**config.mk**
```make
export PLATFORM = sky130hd
export DESIGN_NAME = config_text_tokenizer
export DESIGN_NICKNAME = d
export VERILOG_FILES = /design/src/ctt_pkg.sv /design/src/config_text_tokenizer.sv /design/src/ctt_lexer.sv /design/src/ctt_result_fifo.sv
export SDC_FILE = /design/constraint.sdc
export NUM_CORES = 1
export LEC_CHECK = 0
export BUFFER_PORTS_ARGS = -buffer_cell sky130_fd_sc_hd__buf_4
export CORE_UTILIZATION = 30
export CTS_BUF_LIST = sky130_fd_sc_hd__clkbuf_2 sky130_fd_sc_hd__clkbuf_4 sky130_fd_sc_hd__clkbuf_8
export DETAILED_ROUTE_END_ITERATION = 10
export GPL_TIMING_DRIVEN = 0
export PLACE_DENSITY = 0.44
export SYNTH_ARGS = -nofsm -noshare
export SYNTH_HDL_FRONTEND = slang
export SYNTH_SLANG_ARGS = --single-unit
```
**constraint.sdc**
```tcl
create_clock -name clock -period 9.5 [get_ports clock]
set_clock_uncertainty 0.2 [all_clocks]
set_input_delay 1.425 -clock clock [delete_from_list [all_inputs] [get_ports clock]]
set_output_delay 1.425 -clock clock [all_outputs]
set_load 0.01 [all_outputs]
```
**src/ctt_pkg.sv**
```systemverilog
// Shared types, constants and helper functions for the configuration text tokenizer.
// Used by every module under src; depends on nothing.
`default_nettype none

package ctt_pkg;

   // Position counters and result fields
   localparam int POS_BITS = 16;
   localparam logic [POS_BITS-1:0] POS_MAX = {POS_BITS{1'b1}};
   localparam logic [POS_BITS-1:0] POS_ONE = POS_BITS'(1);

   // Result queue sizing
   localparam int FIFO_DEPTH   = 8;
   localparam int FIFO_PTR_W   = $clog2(FIFO_DEPTH);
   localparam int FIFO_LEVEL_W = $clog2(FIFO_DEPTH + 1);

   // Stream widths: input tdata holds text_byte, tuser holds is_end
   localparam int REQ_DATA_W = 8;
   localparam int RSP_FIELD_W = 3 + 8 + 2 * POS_BITS;
   localparam int RSP_DATA_W  = ((RSP_FIELD_W + 7) / 8) * 8;

   // Token kinds
   localparam logic [2:0] KIND_NAME_BYTE = 3'd0;
   localparam logic [2:0] KIND_NAME_END  = 3'd1;
   localparam logic [2:0] KIND_SEMI      = 3'd2;
   localparam logic [2:0] KIND_OPEN      = 3'd3;
   localparam logic [2:0] KIND_CLOSE     = 3'd4;
   localparam logic [2:0] KIND_END       = 3'd5;

   // Lexer modes
   localparam logic [1:0] MODE_IDLE    = 2'd0;
   localparam logic [1:0] MODE_NAME    = 2'd1;
   localparam logic [1:0] MODE_COMMENT = 2'd2;

   // Characters of interest
   localparam logic [7:0] CH_NEWLINE = 8'h0A;
   localparam logic [7:0] CH_LBRACE  = 8'h7B;
   localparam logic [7:0] CH_RBRACE  = 8'h7D;
   localparam logic [7:0] CH_SEMI    = 8'h3B;
   localparam logic [7:0] CH_HASH    = 8'h23;
   localparam logic [7:0] CH_DOLLAR  = 8'h24;
   localparam logic [7:0] CH_UNDER   = 8'h5F;
   localparam logic [7:0] CH_DOT     = 8'h2E;
   localparam logic [7:0] CH_BSLASH  = 8'h5C;
   localparam logic [7:0] CH_SLASH   = 8'h2F;
   localparam logic [7:0] CH_DQUOTE  = 8'h22;
   localparam logic [7:0] CH_SQUOTE  = 8'h27;
   localparam logic [7:0] CH_TILDE   = 8'h7E;
   localparam logic [7:0] CH_DASH    = 8'h2D;

   // One result item
   typedef struct packed {
      logic [2:0]          token_kind;
      logic [7:0]          name_byte;
      logic [POS_BITS-1:0] token_row;
      logic [POS_BITS-1:0] token_col;
      logic                last_of_run;
   } result_type;

   // Results produced by one input item, first one goes out first
   typedef struct packed {
      logic [1:0] count;
      result_type first;
      result_type second;
   } push_type;

   // Letters, digits and the extra name punctuation
   function automatic logic is_name_char(input logic [7:0] c);
      logic hit;
      hit = (c >= 8'h61 && c <= 8'h7A) || (c >= 8'h41 && c <= 8'h5A) ||
            (c >= 8'h30 && c <= 8'h39) ||
            c == CH_DOLLAR || c == CH_UNDER || c == CH_DOT || c == CH_BSLASH ||
            c == CH_SLASH || c == CH_DQUOTE || c == CH_SQUOTE || c == CH_TILDE ||
            c == CH_DASH;
      return hit;
   endfunction

   function automatic result_type make_result(input logic [2:0] kind,
                                              input logic [7:0] nbyte,
                                              input logic [POS_BITS-1:0] row,
                                              input logic [POS_BITS-1:0] col);
      result_type r;
      r.token_kind  = kind;
      r.name_byte   = nbyte;
      r.token_row   = row;
      r.token_col   = col;
      r.last_of_run = 1'b0;
      return r;
   endfunction

endpackage

`default_nettype wire

```
**src/config_text_tokenizer.sv**
```systemverilog
// Configuration text tokenizer, top level: input stage, lexer core, result queue.
// Depends on ctt_pkg, ctt_lexer and ctt_result_fifo.
//
// Takes one text byte per transfer (req_tuser high marks end of input) and
// streams out tokens: each name byte, a name end after each name, braces,
// semicolons and an end-of-input token, each tagged with the row and column
// just after it. Comments from '#' to newline and all other bytes are dropped.
// A byte is registered, decoded combinationally, and its zero to two results go
// into an eight-entry result queue; with a ready consumer and room in the queue
// the block takes one byte every cycle and gives one result every cycle, and a
// byte that yields two results (a name end plus another token) leaves one queued.
// Input is taken while the queue has room for the byte in flight and the new
// one.
`default_nettype none

module config_text_tokenizer (
   input  wire logic                             clock,
   input  wire logic                             reset,
   // input stream
   input  wire logic                             req_tvalid,
   output logic                                  req_tready,
   input  wire logic [ctt_pkg::REQ_DATA_W-1:0]   req_tdata,  // [7:0] text_byte
   input  wire logic                             req_tuser,  // [0] is_end
   // result stream
   output logic                                  rsp_tvalid,
   input  wire logic                             rsp_tready,
   // [2:0] token_kind, [10:3] name_byte, [26:11] token_row, [42:27] token_col,
   // [47:43] zero
   output logic [ctt_pkg::RSP_DATA_W-1:0]        rsp_tdata,
   output logic                                  rsp_tlast   // last_of_run
);

   logic                               stage_valid_ff, stage_valid_in;
   logic [7:0]                         stage_byte_ff;
   logic                               stage_end_ff;
   logic [ctt_pkg::FIFO_LEVEL_W-1:0]   level;
   logic [ctt_pkg::FIFO_LEVEL_W:0]     reserved;
   logic                               req_xfer;
   ctt_pkg::push_type                  results;
   ctt_pkg::result_type                head;

   // Room check: queued results plus two for the byte in the stage
   assign reserved   = {1'b0, level} + (stage_valid_ff ? (ctt_pkg::FIFO_LEVEL_W + 1)'(2)
                                                       : '0);
   assign req_tready = reserved <= (ctt_pkg::FIFO_LEVEL_W + 1)'(ctt_pkg::FIFO_DEPTH - 2);
   assign req_xfer   = req_tvalid && req_tready;
   assign stage_valid_in = req_xfer;

   // Input stage
   always_ff @(posedge clock) begin
      if (reset) begin
         stage_valid_ff <= 1'b0;
      end else begin
         stage_valid_ff <= stage_valid_in;
      end
   end

   always_ff @(posedge clock) begin
      if (req_xfer) begin
         stage_byte_ff <= req_tdata[7:0];
         stage_end_ff  <= req_tuser;
      end
   end

   ctt_lexer u_lexer (
      .clock      (clock),
      .reset      (reset),
      .item_valid (stage_valid_ff),
      .item_byte  (stage_byte_ff),
      .item_end   (stage_end_ff),
      .results    (results)
   );

   ctt_result_fifo u_fifo (
      .clock     (clock),
      .reset     (reset),
      .push      (results),
      .out_valid (rsp_tvalid),
      .out_ready (rsp_tready),
      .out_data  (head),
      .level     (level)
   );

   // Pack the head result
   assign rsp_tdata = {(ctt_pkg::RSP_DATA_W - ctt_pkg::RSP_FIELD_W)'(0),
                       head.token_col, head.token_row, head.name_byte, head.token_kind};
   assign rsp_tlast = head.last_of_run;

endmodule

`default_nettype wire

```
**src/ctt_lexer.sv**
```systemverilog
// Tokenizer core: mode and position registers plus the per-byte decode.
// Depends on ctt_pkg.
`default_nettype none

module ctt_lexer (
   input  wire logic              clock,
   input  wire logic              reset,
   input  wire logic              item_valid,
   input  wire logic [7:0]        item_byte,
   input  wire logic              item_end,
   output ctt_pkg::push_type      results
);

   logic [1:0]                   mode_ff, mode_in;
   logic [ctt_pkg::POS_BITS-1:0] row_ff, row_in;
   logic [ctt_pkg::POS_BITS-1:0] col_ff, col_in;
   logic                         finished_ff, finished_in;

   logic                         name_c;
   logic                         ended;
   logic                         has_tok;
   logic [2:0]                   tok_kind;
   logic [7:0]                   tok_byte;
   logic [ctt_pkg::POS_BITS-1:0] row_adv, col_adv;
   ctt_pkg::push_type            res;

   // Position after consuming the current byte, saturating
   always_comb begin
      if (item_byte == ctt_pkg::CH_NEWLINE) begin
         row_adv = (row_ff == ctt_pkg::POS_MAX) ? row_ff : row_ff + ctt_pkg::POS_ONE;
         col_adv = ctt_pkg::POS_ONE;
      end else begin
         row_adv = row_ff;
         col_adv = (col_ff == ctt_pkg::POS_MAX) ? col_ff : col_ff + ctt_pkg::POS_ONE;
      end
   end

   // Byte class and the token it gives on its own
   always_comb begin
      name_c   = ctt_pkg::is_name_char(item_byte);
      has_tok  = 1'b1;
      tok_kind = ctt_pkg::KIND_NAME_BYTE;
      tok_byte = 8'h00;
      if (name_c) begin
         tok_byte = item_byte;
      end else if (item_byte == ctt_pkg::CH_LBRACE) begin
         tok_kind = ctt_pkg::KIND_OPEN;
      end else if (item_byte == ctt_pkg::CH_RBRACE) begin
         tok_kind = ctt_pkg::KIND_CLOSE;
      end else if (item_byte == ctt_pkg::CH_SEMI) begin
         tok_kind = ctt_pkg::KIND_SEMI;
      end else begin
         has_tok = 1'b0;
      end
      ended = (mode_ff == ctt_pkg::MODE_NAME) && !name_c;
   end

   // Mode update and result assembly; mode code 3 behaves as idle
   always_comb begin
      mode_in     = mode_ff;
      row_in      = row_ff;
      col_in      = col_ff;
      finished_in = finished_ff;
      res         = '0;
      if (item_valid) begin
         if (finished_ff) begin
            res.count = 2'd1;
            res.first = ctt_pkg::make_result(ctt_pkg::KIND_END, 8'h00, row_ff, col_ff);
         end else if (item_end) begin
            if (mode_ff == ctt_pkg::MODE_NAME) begin
               res.count  = 2'd2;
               res.first  = ctt_pkg::make_result(ctt_pkg::KIND_NAME_END, 8'h00,
                                                 row_ff, col_ff);
               res.second = ctt_pkg::make_result(ctt_pkg::KIND_END, 8'h00, row_ff, col_ff);
            end else begin
               res.count = 2'd1;
               res.first = ctt_pkg::make_result(ctt_pkg::KIND_END, 8'h00, row_ff, col_ff);
            end
            mode_in     = ctt_pkg::MODE_IDLE;
            finished_in = 1'b1;
         end else if (mode_ff == ctt_pkg::MODE_COMMENT) begin
            row_in = row_adv;
            col_in = col_adv;
            if (item_byte == ctt_pkg::CH_NEWLINE) begin
               mode_in = ctt_pkg::MODE_IDLE;
            end
         end else begin
            row_in = row_adv;
            col_in = col_adv;
            if (name_c) begin
               mode_in = ctt_pkg::MODE_NAME;
            end else if (item_byte == ctt_pkg::CH_HASH) begin
               mode_in = ctt_pkg::MODE_COMMENT;
            end else begin
               mode_in = ctt_pkg::MODE_IDLE;
            end
            // name end carries the position before the ending byte
            if (ended) begin
               res.first = ctt_pkg::make_result(ctt_pkg::KIND_NAME_END, 8'h00,
                                                row_ff, col_ff);
               if (has_tok) begin
                  res.count  = 2'd2;
                  res.second = ctt_pkg::make_result(tok_kind, tok_byte, row_adv, col_adv);
               end else begin
                  res.count = 2'd1;
               end
            end else if (has_tok) begin
               res.count = 2'd1;
               res.first = ctt_pkg::make_result(tok_kind, tok_byte, row_adv, col_adv);
            end
         end
         // flag the final result of this transfer
         if (res.count == 2'd1) begin
            res.first.last_of_run = 1'b1;
         end
         if (res.count == 2'd2) begin
            res.second.last_of_run = 1'b1;
         end
      end
   end

   assign results = res;

   // State registers
   always_ff @(posedge clock) begin
      if (reset) begin
         mode_ff     <= ctt_pkg::MODE_IDLE;
         row_ff      <= ctt_pkg::POS_ONE;
         col_ff      <= ctt_pkg::POS_ONE;
         finished_ff <= 1'b0;
      end else begin
         mode_ff     <= mode_in;
         row_ff      <= row_in;
         col_ff      <= col_in;
         finished_ff <= finished_in;
      end
   end

   // Once finished, stays finished until reset
   a_finished_sticky: assert property (@(posedge clock) disable iff (reset)
      finished_ff |=> finished_ff)
      else $error("end-of-input flag dropped");

   // After the end, each item gives exactly one end result
   a_after_end: assert property (@(posedge clock) disable iff (reset)
      (item_valid && finished_ff) |->
         (res.count == 2'd1 && res.first.token_kind == ctt_pkg::KIND_END))
      else $error("item after end did not give a single end result");

   // A pair of results always starts with a name end
   a_pair_order: assert property (@(posedge clock) disable iff (reset)
      (res.count == 2'd2) |-> (res.first.token_kind == ctt_pkg::KIND_NAME_END))
      else $error("two results without leading name end");

   // Position does not move once the input is finished
   a_pos_frozen: assert property (@(posedge clock) disable iff (reset)
      (finished_ff && $past(finished_ff)) |-> ($stable(row_ff) && $stable(col_ff)))
      else $error("position moved after end of input");

endmodule

`default_nettype wire

```
**src/ctt_result_fifo.sv**
```systemverilog
// Result queue: takes up to two results per cycle, sends one per transfer.
// Depends on ctt_pkg.
`default_nettype none

module ctt_result_fifo (
   input  wire logic                               clock,
   input  wire logic                               reset,
   input  ctt_pkg::push_type                       push,
   output logic                                    out_valid,
   input  wire logic                               out_ready,
   output ctt_pkg::result_type                     out_data,
   output logic [ctt_pkg::FIFO_LEVEL_W-1:0]        level
);

   ctt_pkg::result_type                 mem_ff [ctt_pkg::FIFO_DEPTH];
   logic [ctt_pkg::FIFO_PTR_W-1:0]      wp_ff, wp_in;
   logic [ctt_pkg::FIFO_PTR_W-1:0]      rp_ff, rp_in;
   logic [ctt_pkg::FIFO_LEVEL_W-1:0]    count_ff, count_in;
   logic [ctt_pkg::FIFO_PTR_W-1:0]      wp_next;
   logic                                pop;

   assign pop       = out_valid && out_ready;
   assign out_valid = (count_ff != '0);
   assign out_data  = mem_ff[rp_ff];
   assign level     = count_ff;
   assign wp_next   = wp_ff + ctt_pkg::FIFO_PTR_W'(1);

   // Pointer and fill updates
   always_comb begin
      wp_in    = wp_ff + ctt_pkg::FIFO_PTR_W'(push.count);
      rp_in    = pop ? rp_ff + ctt_pkg::FIFO_PTR_W'(1) : rp_ff;
      count_in = count_ff + ctt_pkg::FIFO_LEVEL_W'(push.count)
                 - ctt_pkg::FIFO_LEVEL_W'(pop);
   end

   always_ff @(posedge clock) begin
      if (reset) begin
         wp_ff    <= '0;
         rp_ff    <= '0;
         count_ff <= '0;
      end else begin
         wp_ff    <= wp_in;
         rp_ff    <= rp_in;
         count_ff <= count_in;
      end
   end

   // Storage, two write slots
   always_ff @(posedge clock) begin
      if (push.count != 2'd0) begin
         mem_ff[wp_ff] <= push.first;
      end
      if (push.count == 2'd2) begin
         mem_ff[wp_next] <= push.second;
      end
   end

   // Never overfilled
   a_no_overflow: assert property (@(posedge clock) disable iff (reset)
      ({1'b0, count_ff} + (ctt_pkg::FIFO_LEVEL_W + 1)'(push.count))
         <= (ctt_pkg::FIFO_LEVEL_W + 1)'(ctt_pkg::FIFO_DEPTH))
      else $error("result queue overflow");

   // Fill level tracks the pointers
   a_level_ptrs: assert property (@(posedge clock) disable iff (reset)
      (count_ff != (ctt_pkg::FIFO_LEVEL_W)'(ctt_pkg::FIFO_DEPTH)) |->
         (ctt_pkg::FIFO_PTR_W'(wp_ff - rp_ff) == ctt_pkg::FIFO_PTR_W'(count_ff)))
      else $error("fill level and pointers disagree");

   // Unpopped head holds its place
   a_head_stable: assert property (@(posedge clock) disable iff (reset)
      (out_valid && !out_ready) |=> (rp_ff == $past(rp_ff)))
      else $error("head moved without transfer");

endmodule

`default_nettype wire

```
; ---- Yosys cells after proc, flatten, opt, wreduce, memory -nomap -nowiden
; Memories as Yosys holds them, arrays and structs flattened. A register that Yosys moved wholly into a read port is not among the register bits.
; Cells that the tools add are included.
[classes]
add_sub_neg = 8
magnitude_cmp = 7
eq_ne = 22
n_mux = 42
n_bitwise = 2
reduce_logical = 22
[ops]
columns = operator, count
row1 = $mux 90, 3
row2 = $mux 46, 4
row3 = $mux 44, 4
row4 = $eq 8x6->1 const B, 8
row5 = $mux 16, 4
row6 = $mux 45, 1
row7 = $eq 8x7->1 const B, 5
row8 = $add 16x1->16 const B, 2
row9 = $eq 16x16->1 const B, 2
row10 = $ge 8x7->1 const B, 2
row11 = $le 8x7->1 const B, 2
row12 = $mux 2, 8
row13 = $mux 3, 5
row14 = $mux 1, 12
row15 = $logic_or 1x1->1, 11
row16 = $eq 8x4->1 const B, 1
row17 = $ge 8x6->1 const B, 1
row18 = $le 8x6->1 const B, 1
row19 = $mux 8, 1
row20 = $add 3x1->3 const B, 2
row21 = $eq 2x2->1 const B, 3
row22 = $logic_and 1x1->1, 6
row23 = $reduce_and 3->1, 2
row24 = $add 4x2->5, 1
row25 = 10 further kinds, 12
[word_totals]
regBits = 55
mem_bits_rw = 352
in_bits = 13
output_inout_bits = 51
memories = 1
[mem_list]
columns = name, depth, width, read_ports, rd_clocked_by_memory_dff, wr, line_no
row1 = u_fifo.mem_ff, 8, 44, 1, 1, 2, ctt_result_fifo.sv:15  ; ctt_pkg::result_type mem_ff [ctt_pkg::FIFO_DEPTH];

; ---- Longest topological paths before layout
; Gate-level depths: netlist of run 1.
[depth]
word_depth = 26
mapped_depth = 19
mapped_depth_nobuf = 16

; ---- Cells and area by module
; A second synthesis of run 1 with hierarchy kept.
[unflattened]
cells_unflattened = 1481
hier_area_um2 = 21982.3
[modules_own_cells]
columns = mod, instances, cells_per_inst, area_each_um2, seq_area_each_um2
row1 = ctt_result_fifo, 1, 987, 18306.3, 10830.4
row2 = ctt_lexer, 1, 467, 3261.9, 700.7
row3 = config_text_tokenizer, 1, 27, 414.1, 290.3

; ---- Least setup slack after synthesis of run 1
; No wires, ideal clock.
[synth_path]
path_kind = register to register
start = register stage_byte_ff[3]
end = memory u_fifo.mem_ff[1][0] (netlist bit) (enable)
setup_ns = 0.512
arrival_ns = 6.654
slack_ns = 2.134
stages_incl_launch_ff = 13
n_path_buf = 3
synth_period_minus_slack_ns = 7.366
path_cell_list = edfxtp_1 buf_2 or4_1 a21oi_1 o31ai_1 nor3_2 clkbuf_1 ha_1 or4bb_1 o32ai_2 buf_2 o21ai_0 o31ai_1
[synth_rtl]
columns = element, line_no
row1 = "start, declared", config_text_tokenizer.sv:34  ; logic [7:0] stage_byte_ff;
row2 = "start signal, assigned", config_text_tokenizer.sv:60  ; stage_byte_ff <= req_tdata[7:0];
row3 = "end, declared", ctt_result_fifo.sv:15

==> impl_summary.log, run 1 <==
INFO  metric status = complete, no violations
INFO  metric cp_data_arrival_time = 7.00 ns
INFO  metric gr-usage-met2 = 32.8%
INFO  metric power.internal = 3.42 mW
INFO  metric detail_route.drc_violations = 0
INFO  metric holdWs = 0.293 ns
INFO  metric synth.lib_cells_used.distinct = 78
INFO  metric min_cycle_time_layout = 6.76 ns
INFO  metric worst-setup-path-type = reg2reg
INFO  metric layout.cells.non_filler = 2881
INFO  metric num-fill-cells = 6956
INFO  metric max_slew.worst_pin.slew = 1.38 ns
INFO  metric fp-row-count = 97
INFO  metric grt_antenna_before_repair = 2
INFO  metric worstHoldPathType = reg2reg
INFO  metric share_of_synthesized_area_occupied_by_flip_flops_and_latches = 55.5%
INFO  metric clock-sinks = 410
INFO  metric final_worst_path_cycle_share = 71.2%
INFO  metric combPwrFrac = 23.0%
INFO  metric grt_setup_unrepaired = no
INFO  metric cellLeakagePower = 8.15 nW
INFO  metric critical_path_required = 9.74 ns
INFO  metric die-area = 72000 um^2
INFO  metric worstReg2RegStart = stage_byte_ff[5]
INFO  metric clock_insertion_delay_worst_skew = 0.69 ns
INFO  metric gr-usage-met1 = 30.6%
INFO  metric regArea = 11800 um^2
INFO  metric number_of_enable_flip_flop_cells_after_synthesis = 361
INFO  metric netlist_instances = 1714
INFO  metric routed_wire_length_per_instance = 26.5 um
INFO  metric detail_route.wirelength = 76400 um
INFO  metric die_w = 268 um
INFO  metric cts-htree-levels = 3
INFO  metric hold_depth = 2
INFO  metric cp-start-kind = register
INFO  metric syn_to_final_growth = 17.4%
INFO  metric yosys_warnings = 0
INFO  metric dominantRegCellSynth = sky130_fd_sc_hd__edfxtp_1
INFO  metric top_level_ports = 64
INFO  metric routed_via_density = 5.57
INFO  metric placed_cells = 2745
INFO  metric clk_buf_depth = 3
INFO  metric multi_input_area = 8870 um^2
INFO  metric tritoncts = built
INFO  metric final-setup-viol-count = 0
INFO  metric first_global_vias = 15.7k
INFO  metric final_stage_net_count = 1912
INFO  metric grt.overflow.total = 0
INFO  metric rr_endpoint = u_fifo.mem_ff[3][8]
INFO  metric clock-root-buffer = sky130_fd_sc_hd__clkbuf_8
INFO  metric syn_area_per_cell = 12.4 um^2
INFO  metric maxSlewHeadroom = 7.09%
INFO  metric layout_commonest_cell = sky130_fd_sc_hd__edfxtp_1
INFO  metric finalHoldViolations = 0
INFO  metric rd_place_congestion = 0.876
INFO  metric hpwlAfterDp = 52800 um
INFO  metric floorplan.die.height = 268 um
INFO  metric end_kind = register
INFO  metric power.density = 195 nW/um^2
INFO  metric io_port_bufs = 57
INFO  metric grt-busiest-layer = met2
INFO  metric irDropWorstVdd = 0.0000817 V
INFO  metric floorplan.core_area = 70100 um^2
INFO  metric async_reset_ff_share = 0%
INFO  metric cts_resized = 0
INFO  metric grt_first_pass_wirelength = 110000 um
INFO  metric grt_util_all_layers = 21.3%
INFO  metric layout_cell_share_with_drive_strength_beyond_1 = 20.7%
INFO  metric timing.fmax = 148 MHz
INFO  metric post_cts_setup_buffer_count = 0
INFO  metric start_util = 30.3%
INFO  metric clockPowerShare = 35.3%
INFO  metric worst_r2r_path_depth = 14
INFO  metric hold_start = u_fifo.rp_ff[1]
INFO  metric drt_first_pass_iters = 5
INFO  metric detailroute.via_count = 16.0k
INFO  metric post_synth_instance_area = 21300 um^2
INFO  metric mostFrequentLayoutCells = 361 x sky130_fd_sc_hd__edfxtp_1, 150 x sky130_fd_sc_hd__nor2_1, 110 x sky130_fd_sc_hd__clkbuf_1
INFO  metric reg2reg_slack = 2.74 ns
INFO  metric total_switching_power = 1.45 mW
INFO  metric cts_hold_repair.buffers = 0
INFO  metric final_critical_path_setup_slack = 2.74 ns
INFO  metric seqPwrFrac = 41.7%
INFO  metric cts_made_buffers = 75
INFO  metric detailedRoute.firstIterationViolations = 1639
INFO  metric drv.max_cap_violation_count = 0
INFO  metric preCtsSetupSlack = 3.01 ns
INFO  metric switching_share_of_total_power = 29.8%
INFO  metric postSynthRegisterBits = 410
INFO  metric crit_path_max_fanout = 10
INFO  metric number_of_max_slew_violations_in_the_final_report = 0
INFO  metric grt_max_degree = 20
INFO  metric cts.clk_slew.worst_paths = 0.06 ns
INFO  metric use_met3 = 3.23%
INFO  metric drt.antenna.violating_nets = 0
## sequential cells by signal, summed over array words and instances, names as in the netlist, named ones only
name,cells
u_fifo.mem_ff,352
u_lexer.col_ff,16
u_fifo.rp_ff,3
u_fifo.level,4
u_lexer.mode_ff,2
u_lexer.row_ff,16
u_fifo.wp_ff,3
stage_end_ff,1
u_lexer.finished_ff,1
stage_byte_ff,8
stage_valid_ff,1
## critical path, stage by stage (launching register included)
cell	delay [ns]
sky130_fd_sc_hd__edfxtp_1	0.52
sky130_fd_sc_hd__and4b_1	0.24
sky130_fd_sc_hd__clkbuf_1	0.18
sky130_fd_sc_hd__a22oi_1	0.51
sky130_fd_sc_hd__nand2_1	0.16
sky130_fd_sc_hd__nor3_2	0.78
sky130_fd_sc_hd__clkbuf_1	0.57
sky130_fd_sc_hd__ha_1	0.32
sky130_fd_sc_hd__or4bb_1	0.51
sky130_fd_sc_hd__o32ai_2	0.26
sky130_fd_sc_hd__nand2_1	0.25
sky130_fd_sc_hd__nor3_1	1.11
sky130_fd_sc_hd__buf_2	0.49
sky130_fd_sc_hd__nor3_1	0.09
sky130_fd_sc_hd__nor3_1	0.32
## power by group through the flow
stage / clock (mW) / sequential, mW / combinational (mW)
after floorplan: 0 / 2.06 / 0.679
final: 1.72 / 2.03 / 1.12
after global routing: 1.84 / 2.04 / 1.20
after CTS: 1.76 / 2.03 / 1.14
after global placement: 0 / 2.08 / 1.10
after detailed placement: 0 / 2.07 / 1.13
## logic make-up (layout without fill, tap and decap cells)
family / after synthesis / count (layout) / share of synthesized area, %
xor+xnor: 24 / 24 / 0.988
other cells: 1 / 15 / 0.0176
compound gates: 364 / 364 / 11.9
simple gates: 526 / 526 / 12.5
fa+ha+maj: 17 / 17 / 1.07
buf+inv: 180 / 393 / 3.43
flops: 410 / 410 / 55.5
mux: 192 / 192 / 14.5
## through the flow
| step | util, % | setup TNS, ns | power, mW | cell area [um^2] |
|---|---|---|---|---|
| floorplan | - | 0 | 2.74 | 21300 |
| global placement | 32.7 | -995.03 | 3.18 | 22900 |
| detailed placement | 33.5 | 0 | 3.20 | 23500 |
| CTS | 35.6 | 0 | 4.93 | 25000 |
| global route | 35.6 | 0 | 5.08 | 25000 |
| finish | 35.6 | 0 | 4.87 | 25000 |
## how the worst max path moves through the flow
stage                                       to  cells after the start              from
after floorplan            u_fifo.mem_ff[1][0]                     12  stage_byte_ff[3]
after global placement    u_fifo.mem_ff[1][10]                     12  stage_byte_ff[5]
after detailed placement  u_fifo.mem_ff[3][10]                     16  stage_byte_ff[5]
after CTS                 u_fifo.mem_ff[3][10]                     16  stage_byte_ff[5]
after global routing       u_fifo.mem_ff[3][8]                     14  stage_byte_ff[5]
final                      u_fifo.mem_ff[3][8]                     14  stage_byte_ff[5]
## cell type report
cell class	instances	area share, %
diodes	2	0.0200
multi-input cells	1136	35.5
flip-flops and latches	410	47.3
clock buffers	100	4.91
plain buffers	158	2.60
repair buffers	79	3.62
clock inverters	34	0.977
inverters	22	0.331
well taps	940	4.71
## metal layers
layer  vias to the layer above  wire length, um
li1                       7012                -
met1                      8134            34300
met2                       764            34300
met3                       123             5900
met4                         0             1950
met5                         -                0
## cell usage after synthesis, types with 3 or more instances
cell type,n,area (um^2)
sky130_fd_sc_hd__a41oi_1,3,26.3
sky130_fd_sc_hd__o211ai_1,8,60.1
sky130_fd_sc_hd__a22oi_1,4,30.0
sky130_fd_sc_hd__ha_1,15,188
sky130_fd_sc_hd__o32ai_2,3,48.8
sky130_fd_sc_hd__nor4_2,3,37.5
sky130_fd_sc_hd__nand2_1,76,285
sky130_fd_sc_hd__o21ai_1,10,50.1
sky130_fd_sc_hd__o41ai_1,9,78.8
sky130_fd_sc_hd__or3_1,6,37.5
sky130_fd_sc_hd__and2_1,97,607
sky130_fd_sc_hd__o211a_1,4,40.0
sky130_fd_sc_hd__a211oi_1,38,285
sky130_fd_sc_hd__edfxtp_1,361,10800
sky130_fd_sc_hd__a31oi_1,33,206
sky130_fd_sc_hd__a21o_1,4,30.0
sky130_fd_sc_hd__xor2_1,11,96.3
sky130_fd_sc_hd__nand3_1,44,220
sky130_fd_sc_hd__o22ai_1,3,18.8
sky130_fd_sc_hd__o31ai_1,21,158
sky130_fd_sc_hd__nor4_1,6,37.5
sky130_fd_sc_hd__a2111oi_0,33,289
sky130_fd_sc_hd__a21oi_1,92,460
sky130_fd_sc_hd__a211oi_2,3,37.5
sky130_fd_sc_hd__nor3_1,73,365
sky130_fd_sc_hd__clkbuf_1,110,413
sky130_fd_sc_hd__nor2b_1,11,68.8
sky130_fd_sc_hd__nand2b_1,8,50.1
sky130_fd_sc_hd__a22oi_2,5,62.6
sky130_fd_sc_hd__mux2_2,52,586
sky130_fd_sc_hd__buf_4,6,45.0
sky130_fd_sc_hd__inv_1,22,82.6
sky130_fd_sc_hd__and3_1,13,81.3
sky130_fd_sc_hd__nor3_2,3,30.0
sky130_fd_sc_hd__xnor2_1,13,114
sky130_fd_sc_hd__nand4_1,16,100
sky130_fd_sc_hd__dfxtp_1,49,981
sky130_fd_sc_hd__buf_2,26,130
sky130_fd_sc_hd__mux2i_1,52,521
sky130_fd_sc_hd__nor2_1,150,563
sky130_fd_sc_hd__mux4_2,88,1980
sky130_fd_sc_hd__buf_1,16,60.1
sky130_fd_sc_hd__o21ai_0,42,210
sky130_fd_sc_hd__a22o_1,24,210
(Power assumes the default switching activity.)
==> inputs of run 2 (changes only) <==
--- a/config.mk
+++ b/config.mk
@@ -10,7 +10,7 @@
 export CTS_BUF_LIST = sky130_fd_sc_hd__clkbuf_2 sky130_fd_sc_hd__clkbuf_4 sky130_fd_sc_hd__clkbuf_8
 export DETAILED_ROUTE_END_ITERATION = 10
 export GPL_TIMING_DRIVEN = 0
-export PLACE_DENSITY = 0.44
+export PLACE_DENSITY = 0.46
 export SYNTH_ARGS = -nofsm -noshare
 export SYNTH_HDL_FRONTEND = slang
 export SYNTH_SLANG_ARGS = --single-unit
==> constraint.sdc (replaced) <==
create_clock -name clock -period 6.2 [get_ports clock]
set_clock_uncertainty 0.2 [all_clocks]
set_input_delay 0.93 -clock clock [delete_from_list [all_inputs] [get_ports clock]]
set_output_delay 0.93 -clock clock [all_outputs]
set_load 0.01 [all_outputs]
==> impl_summary.log, run 2 (synthesis results as in run 1) <==
INFO  metric cts-htree-levels = 3 (unchanged)
INFO  metric drt_first_pass_iters = 6 (+1)
INFO  metric maxSlewHeadroom = 8.25% (+1.2 points)
INFO  metric layout_commonest_cell = sky130_fd_sc_hd__edfxtp_1
INFO  metric die-area = 72000 um^2 (unchanged)
INFO  metric grt_util_all_layers = 20.8% (-0.52 points)
INFO  metric grt_setup_unrepaired = no
INFO  metric largest_register_ffs = 352 (unchanged)
INFO  metric worst-path-buf-inv = 7 (+4)
INFO  metric detail_route.wirelength.met1 = 33300 um (-2.7%)
INFO  metric start_util = 30.3% (unchanged)
INFO  metric setup-tns-final = 0 ns (unchanged)
INFO  metric cellLeakagePower = 8.17 nW (+0.25%)
INFO  metric cp-start-kind = register
INFO  metric max_slew.worst_pin.slew = 1.37 ns (-0.0172 ns)
INFO  metric grt.overflow.total = 0 (unchanged)
INFO  metric cp_data_arrival_time = 6.10 ns (-0.90 ns)
INFO  metric end_kind = register
INFO  metric drt.antenna.violating_nets = 0 (unchanged)
INFO  metric crit_path_frequent_cell = sky130_fd_sc_hd__clkbuf_1
INFO  metric number_of_max_slew_violations_in_the_final_report = 0 (unchanged)
INFO  metric critical_path_required = 6.36 ns (-3.38 ns)
INFO  metric drv.max_cap_violation_count = 0 (unchanged)
INFO  metric detail_route.drc_violations = 0 (unchanged)
INFO  metric register_with_the_most_flip_flops = u_fifo.mem_ff
INFO  metric final_worst_path_cycle_share = 95.9% (+25 points)
INFO  metric floorplan.core_area = 70100 um^2 (unchanged)
INFO  metric power.density = 299 nW/um^2 (+54%)
INFO  metric syn_to_final_growth = 17.9%
INFO  metric io_port_bufs = 57 (unchanged)
INFO  metric timing.fmax = 168 MHz (+14%)
INFO  metric top_level_ports = 64 (unchanged)
INFO  metric rd_place_congestion = 0.903 (+3.0%)
INFO  metric tritoncts = built
INFO  metric reg.largest.list = u_fifo.mem_ff (352), u_lexer.col_ff (16), u_lexer.row_ff (16)
INFO  metric crit_path_max_incr_delay = 0.52 ns (-0.59 ns)
INFO  metric cts_made_buffers = 76 (+1.3%)
INFO  metric route.met2.wl = 33900 um (-1.3%)
INFO  metric top_signal_layer_used = met4
INFO  metric final-setup-viol-count = 0 (unchanged)
INFO  metric detail_route.wirelength = 75200 um (-1.6%)
INFO  metric detailroute.via_count = 15.9k (-0.65%)
INFO  metric worstHoldPathType = in2reg
INFO  metric floorplan.die.height = 268 um (unchanged)
INFO  metric detailedRoute.firstIterationViolations = 1999 (+22%)
INFO  metric routed_via_density = 5.52 (-0.76%)
INFO  metric routed_wire_length_per_instance = 26.1 um (-1.7%)
INFO  metric critical_path.top_delay_family = buffers and inverters
INFO  metric mostFrequentLayoutCells = 361 x sky130_fd_sc_hd__edfxtp_1, 150 x sky130_fd_sc_hd__nor2_1, 107 x sky130_fd_sc_hd__clkbuf_1
INFO  metric grt_first_pass_wirelength = 107000 um (-2.2%)
INFO  metric die_w = 268 um (unchanged)
INFO  metric postLayoutCellArea = 25100 um^2 (+0.42%)
INFO  metric cells_along_the_critical_path = and4b_1 > clkbuf_1 > a22oi_1 > nand2_1 > nor3_4 > clkbuf_2 > ha_1 > or4bb_1 > o32ai_2 > buf_2 > nand4_1 > clkbuf_1 > buf_1 > o21ai_4 > buf_16 > buf_12
INFO  metric cts.clk_slew.worst_paths = 0.06 ns (about the same)
INFO  metric num-fill-cells = 6964 (+0.12%)
INFO  metric first_global_vias = 15.3k (-2.5%)
INFO  metric layout_cell_share_with_drive_strength_beyond_1 = 21.4% (+0.70 points)
INFO  metric placement.cell_area = 23500 um^2 (-0.18%)
INFO  metric final_stage_net_count = 1916 (+0.21%)
INFO  metric grt_antenna_before_repair = 2 (unchanged)
INFO  metric met3WireLength = 5890 um (-0.24%)
INFO  metric grt_max_degree = 22 (+10%)
INFO  metric irDropWorstVdd = 0.000151 V (+85%)
INFO  metric crit_path_max_fanout = 16 (+6)
INFO  metric cpMaxStageDelayCell = sky130_fd_sc_hd__edfxtp_1
INFO  metric clock-sinks = 410 (unchanged)
INFO  metric clock-root-buffer = sky130_fd_sc_hd__clkbuf_8
INFO  metric cts_hold_repair.buffers = 0 (unchanged)
INFO  metric status = complete, no violations
INFO  metric total_power = 7.50 mW (+54%)
INFO  metric hpwlAfterDp = 52000 um (-1.4%)
INFO  metric clk_buf_depth = 3 (unchanged)
INFO  metric fp-row-count = 97 (unchanged)
INFO  metric min_cycle_time_layout = 5.94 ns (-0.820 ns)
INFO  metric clock_insertion_delay_worst_skew = 0.69 ns (about the same)
INFO  metric finalHoldViolations = 0 (unchanged)
INFO  metric worst-setup-path-type = reg2reg
run 2: area by class of cell:
class | instances | area [um^2] | area share (%)
diodes | 3 | 7.51 | 0.0299
plain buffers | 158 | 652 | 2.60
clock buffers | 106 | 1320 | 5.27
clock inverters | 27 | 205 | 0.818
inverters | 22 | 82.6 | 0.329
multi-input cells | 1136 | 8890 | 35.4
flip-flops and latches | 410 | 11800 | 47.1
well taps | 940 | 1180 | 4.69
repair buffers | 82 | 926 | 3.69
run 2: metal layers:
metal	vias to the layer above	track usage (%)
li1	7013	-
met5	-	0
met4	0	6.88
met3	139	3.80
met1	7992	29.4
met2	784	32.1
run 2: through the flow:
stage / setup WS [ns] / instances / hold slack, ns / utilization, %
finish: 0.256 / 2884 / 0.223 / 35.8
global route: 0.137 / 2882 / 0.200 / 35.8
CTS: 0.146 / 2880 / 0.176 / 35.7
detailed placement: -0.348 / 2743 / 0.297 / 33.4
global placement: -6.05 / 2723 / 0.294 / 32.7
floorplan: -1.03 / 1726 / 0.254 / -
run 2: what timing repair did:
action / 4_1_cts / 5_1_grt
resized for setup: 5 / 3
buffers inserted: 4 / 1
gates cloned: 0 / 0
pin swaps: 1 / 1
endpoints found under the setup margin: 342 / 193
run 2: path summary, 6_finish.rpt:
| kind | startpoint | end | slack, ns | depth (start not counted) |
|---|---|---|---|---|
| worst max register to register | stage_byte_ff[5] | u_fifo.mem_ff[6][8] | 0.26 | 16 |
| worst min register to register | u_fifo.rp_ff[1] | register | 0.30 | 2 |
| worst max-delay path | stage_byte_ff[5] | u_fifo.mem_ff[6][8] | 0.26 | 16 |
| worst min-delay path | req_tdata[4] | stage_byte_ff[4] | 0.22 | 1 |
run 2: power breakdown:
group	switching [mW]	total, mW	internal, mW
registers	0.0416	3.11	3.07
clock network	1.22	2.68	1.47
logic	0.961	1.71	0.747
total	2.22	7.50	5.28
==> inputs of run 3 (changes only) <==
--- a/config.mk
+++ b/config.mk
@@ -5,6 +5,7 @@
 export SDC_FILE = /design/constraint.sdc
 export NUM_CORES = 1
 export LEC_CHECK = 0
+export ABC_AREA = 1
 export BUFFER_PORTS_ARGS = -buffer_cell sky130_fd_sc_hd__buf_4
 export CORE_UTILIZATION = 30
 export CTS_BUF_LIST = sky130_fd_sc_hd__clkbuf_2 sky130_fd_sc_hd__clkbuf_4 sky130_fd_sc_hd__clkbuf_8
==> impl_summary.log, run 3 <==
INFO  metric critical_path_required = 5.07 ns (-1.29 ns)
INFO  metric power.density = 318 nW/um^2 (+6.4%)
INFO  metric synth.cells.most_frequent = 832 x sky130_fd_sc_hd__nand2_1, 491 x sky130_fd_sc_hd__nor2_1, 361 x sky130_fd_sc_hd__edfxtp_1
INFO  metric maxSlewHeadroom = 20.7% (+12 points)
INFO  metric cell_with_the_most_instances_after_synthesis = sky130_fd_sc_hd__nand2_1
INFO  metric fp-row-count = 100 (+3.1%)
INFO  metric drt_first_pass_iters = 8 (+2)
INFO  metric syn_to_final_growth = 16.5%
INFO  metric final_worst_path_cycle_share = 88.3% (-7.6 points)
INFO  metric layout_cell_share_with_drive_strength_beyond_1 = 13.7% (-7.7 points)
INFO  metric first_global_vias = 20.4k (+33%)
INFO  metric finalHoldViolations = 0 (unchanged)
INFO  metric grt_first_pass_wirelength = 137000 um (+28%)
INFO  metric combPwrFrac = 29.7% (+6.9 points)
INFO  metric clockPowerShare = 32.0% (-3.7 points)
INFO  metric yosys_warnings = 0 (unchanged)
INFO  metric irDropWorstVdd = 0.000136 V (-10%)
INFO  metric cpMaxStageDelayCell = sky130_fd_sc_hd__clkbuf_1
INFO  metric clock-sinks = 410 (unchanged)
INFO  metric clock-root-buffer = sky130_fd_sc_hd__clkbuf_8
INFO  metric crit_cells = 8 (-8)
INFO  metric io_port_bufs = 58 (+1.8%)
INFO  metric worst-setup-path-type = reg2out
INFO  metric num-fill-cells = 7782 (+12%)
INFO  metric cellLeakagePower = 11.0 nW (+34%)
INFO  metric mostFrequentLayoutCells = 832 x sky130_fd_sc_hd__nand2_1, 491 x sky130_fd_sc_hd__nor2_1, 361 x sky130_fd_sc_hd__edfxtp_1
INFO  metric cp_data_arrival_time = 4.34 ns (-1.76 ns)
INFO  metric cts_resized = 0 (-5)
INFO  metric max_slew.worst_pin.slew = 1.18 ns (-0.189 ns)
INFO  metric finish.utilization = 35.6% (-0.15 points)
INFO  metric post_synth_main_area_contributors = sky130_fd_sc_hd__edfxtp_1 47%, sky130_fd_sc_hd__nand2_1 14%, sky130_fd_sc_hd__nor2_1 8.0%, sky130_fd_sc_hd__nand3_1 7.1%, sky130_fd_sc_hd__o21ai_0 4.6%
INFO  metric crit_path_max_incr_delay = 0.75 ns (+0.23 ns)
INFO  metric placed_cells = 3971 (+45%)
INFO  metric routed_via_density = 5.23 (-5.3%)
INFO  metric total_switching_power = 3.16 mW (+42%)
INFO  metric layout_commonest_cell = sky130_fd_sc_hd__nand2_1
INFO  metric detail_route.wirelength = 94900 um (+26%)
INFO  metric power.internal = 5.33 mW (+0.95%)
INFO  metric number_of_enable_flip_flop_cells_after_synthesis = 361 (unchanged)
INFO  metric total_power = 8.49 mW (+13%)
INFO  metric dominantRegCellSynth = sky130_fd_sc_hd__edfxtp_1
INFO  metric detail_route.drc_violations = 0 (unchanged)
INFO  metric post_cts_setup_buffer_count = 0 (-4)
INFO  metric cts_hold_repair.buffers = 0 (unchanged)
INFO  metric regArea = 11800 um^2 (unchanged)
INFO  metric async_reset_ff_share = 0% (unchanged)
INFO  metric final-setup-viol-count = 0 (unchanged)
INFO  metric grt_util_all_layers = 24.3% (+3.5 points)
INFO  metric largest_register_ffs = 352 (unchanged)
INFO  metric timing.fmax = 183 MHz (+8.6%)
INFO  metric worst_r2r_path_depth = 22 (+6)
INFO  metric multi_input_area = 9890 um^2 (+11%)
INFO  metric grt_max_degree = 14 (-36%)
INFO  metric worst-path-buf-inv = 4 (-3)
INFO  metric detailedRoute.firstIterationViolations = 2310 (+16%)
INFO  metric grt_antenna_before_repair = 2 (unchanged)
INFO  metric start_util = 30.6% (+0.21 points)
INFO  metric number_of_max_slew_violations_in_the_final_report = 0 (unchanged)
INFO  metric cts-htree-levels = 3 (unchanged)
INFO  metric post_synth_instance_area = 22900 um^2 (+7.6%)
INFO  metric min_cycle_time_layout = 5.47 ns (-0.470 ns)
INFO  metric syn_area_per_cell = 7.98 um^2 (-36%)
INFO  metric clk_buf_depth = 3 (unchanged)
INFO  metric floorplan.die.height = 278 um (+3.7%)
INFO  metric cp-start-kind = register
INFO  metric grt.overflow.total = 0 (unchanged)
INFO  metric drv.max_cap_violation_count = 0 (unchanged)
INFO  metric rd_place_congestion = 0.910 (+0.86%)
INFO  metric netlist_instances = 2870 (+67%)
INFO  metric layout.cells.non_filler = 4113 (+43%)
INFO  metric drt.antenna.violating_nets = 0 (unchanged)
INFO  metric netlist.top_cell.by_area = sky130_fd_sc_hd__edfxtp_1
INFO  metric cts.clk_slew.worst_paths = 0.05 ns (about the same)
INFO  metric share_of_synthesized_area_occupied_by_flip_flops_and_latches = 51.6% (-3.9 points)
INFO  metric top_level_ports = 64 (unchanged)
INFO  metric cells_along_the_critical_path = clkbuf_1 > buf_2 > clkbuf_1 > nor2_1 > o22ai_1 > nor2_1 > a31oi_1 > buf_4
INFO  metric postSynthRegisterBits = 410 (unchanged)
INFO  metric detailroute.via_count = 21.5k (+35%)
INFO  metric worstHoldPathType = in2reg
INFO  metric synth.lib_cells_used.distinct = 43 (-45%)
INFO  metric seqPwrFrac = 38.3% (-3.2 points)
INFO  metric synth.top_cell.area_share = 47.3% (-3.6 points)
INFO  metric floorplan.core_area = 74900 um^2 (+6.8%)
INFO  metric hold_depth = 1 (unchanged)
INFO  metric preCtsSetupSlack = 1.33 ns (+1.68 ns)
INFO  metric grt_setup_unrepaired = no
INFO  metric crit_path_max_fanout = 10 (-6)
INFO  metric final_critical_path_setup_slack = 0.727 ns (+0.470 ns)
INFO  metric reg.largest.list = u_fifo.mem_ff (352), u_lexer.col_ff (16), u_lexer.row_ff (16)
INFO  metric status = complete, no violations
INFO  metric critical_path.top_delay_family = buffers and inverters
INFO  metric register_with_the_most_flip_flops = u_fifo.mem_ff
INFO  metric hpwlAfterDp = 71100 um (+37%)
INFO  metric holdWs = 0.223 ns (-0.0000370 ns)
INFO  metric routed_wire_length_per_instance = 23.1 um (-12%)
INFO  metric die_w = 278 um (+3.7%)
INFO  metric final_stage_net_count = 3110 (+62%)
INFO  metric switching_share_of_total_power = 37.2% (+7.6 points)
INFO  metric clock_insertion_delay_worst_skew = 0.70 ns (about the same)
INFO  metric end_kind = output pin
INFO  metric die-area = 77400 um^2 (+7.5%)
INFO  metric cts_made_buffers = 76 (unchanged)
INFO  metric tritoncts = built
[run 3: cell type report]
cell class,instances,share of cell area [%]
sequential,410,44.3
buffer,182,3.32
antenna,2,0.0188
timing repair buffer,120,3.45
clock buffer,110,4.92
clock inverter,30,0.849
tap,969,4.54
multi-input combinational,2180,37.1
inverter,110,1.55
[run 3: worst reg2reg max path: stages, from the launching register on]
cell and delay (ns):
sky130_fd_sc_hd__edfxtp_1 0.51, sky130_fd_sc_hd__inv_2 0.08, sky130_fd_sc_hd__nand2_1 0.09, sky130_fd_sc_hd__nor2_1 0.06, sky130_fd_sc_hd__nand3_1 0.15, sky130_fd_sc_hd__nand2_2 0.10, sky130_fd_sc_hd__inv_1 0.08, sky130_fd_sc_hd__nand4_2 0.19
sky130_fd_sc_hd__buf_6 0.21, sky130_fd_sc_hd__buf_6 0.15, sky130_fd_sc_hd__ha_1 0.19, sky130_fd_sc_hd__a21oi_1 0.21, sky130_fd_sc_hd__nor2_1 0.08, sky130_fd_sc_hd__nand3_1 0.23, sky130_fd_sc_hd__nor2_2 0.10, sky130_fd_sc_hd__nand2_1 0.19
sky130_fd_sc_hd__buf_2 0.41, sky130_fd_sc_hd__buf_2 0.45, sky130_fd_sc_hd__o41ai_2 0.27, sky130_fd_sc_hd__buf_4 0.24, sky130_fd_sc_hd__buf_4 0.18, sky130_fd_sc_hd__buf_4 0.18, sky130_fd_sc_hd__buf_4 0.18
[run 3: final timing paths]
path | from | to | slack, ns
worst min register to register | u_fifo.rp_ff[2] | register | 0.27
worst max-delay path | register | rsp_tdata[37] | 0.73
worst min-delay path | req_tdata[1] | stage_byte_ff[1] | 0.22
worst max register to register | stage_byte_ff[2] | u_fifo.mem_ff[3][19] | 1.22
[run 3: routing by layer]
metal / global-route usage [%] / wire, um / vias up / share of wire [%]
li1: - / - / 10100 / -
met1: 32.3 / 40000 / 10200 / 42
met2: 39.0 / 43300 / 964 / 46
met3: 3.73 / 7880 / 196 / 8.3
met4: 10.4 / 3690 / 0 / 3.9
met5: 0 / 0 / - / 0
[run 3: cells by family after synthesis]
family          count (synthesis)  synth area share [%]
compound gates                383                  9.26
buf+inv                       292                  5.67
flops                         410                  51.6
other cells                     1                0.0164
simple gates                 1755                  32.0
xor+xnor                       12                 0.459
fa+ha+maj                      17                 0.995
[run 3: metrics by stage]
step	setup TNS (ns)	instance area, um^2
after floorplan	-356.84	22900
after global placement	-2256.23	24600
after detailed placement	0	25100
after CTS	0	26700
after global routing	0	26700
final	0	26700
[run 3: power groups by stage]
stage                     sequential, mW  combinational (mW)  clock [mW]
final                               3.25                2.52        2.72
after global routing                3.26                2.75        2.86
after CTS                           3.25                2.52        2.75
after detailed placement            3.31                2.52           0
after global placement              3.33                2.46           0
after floorplan                     3.28                1.39           0
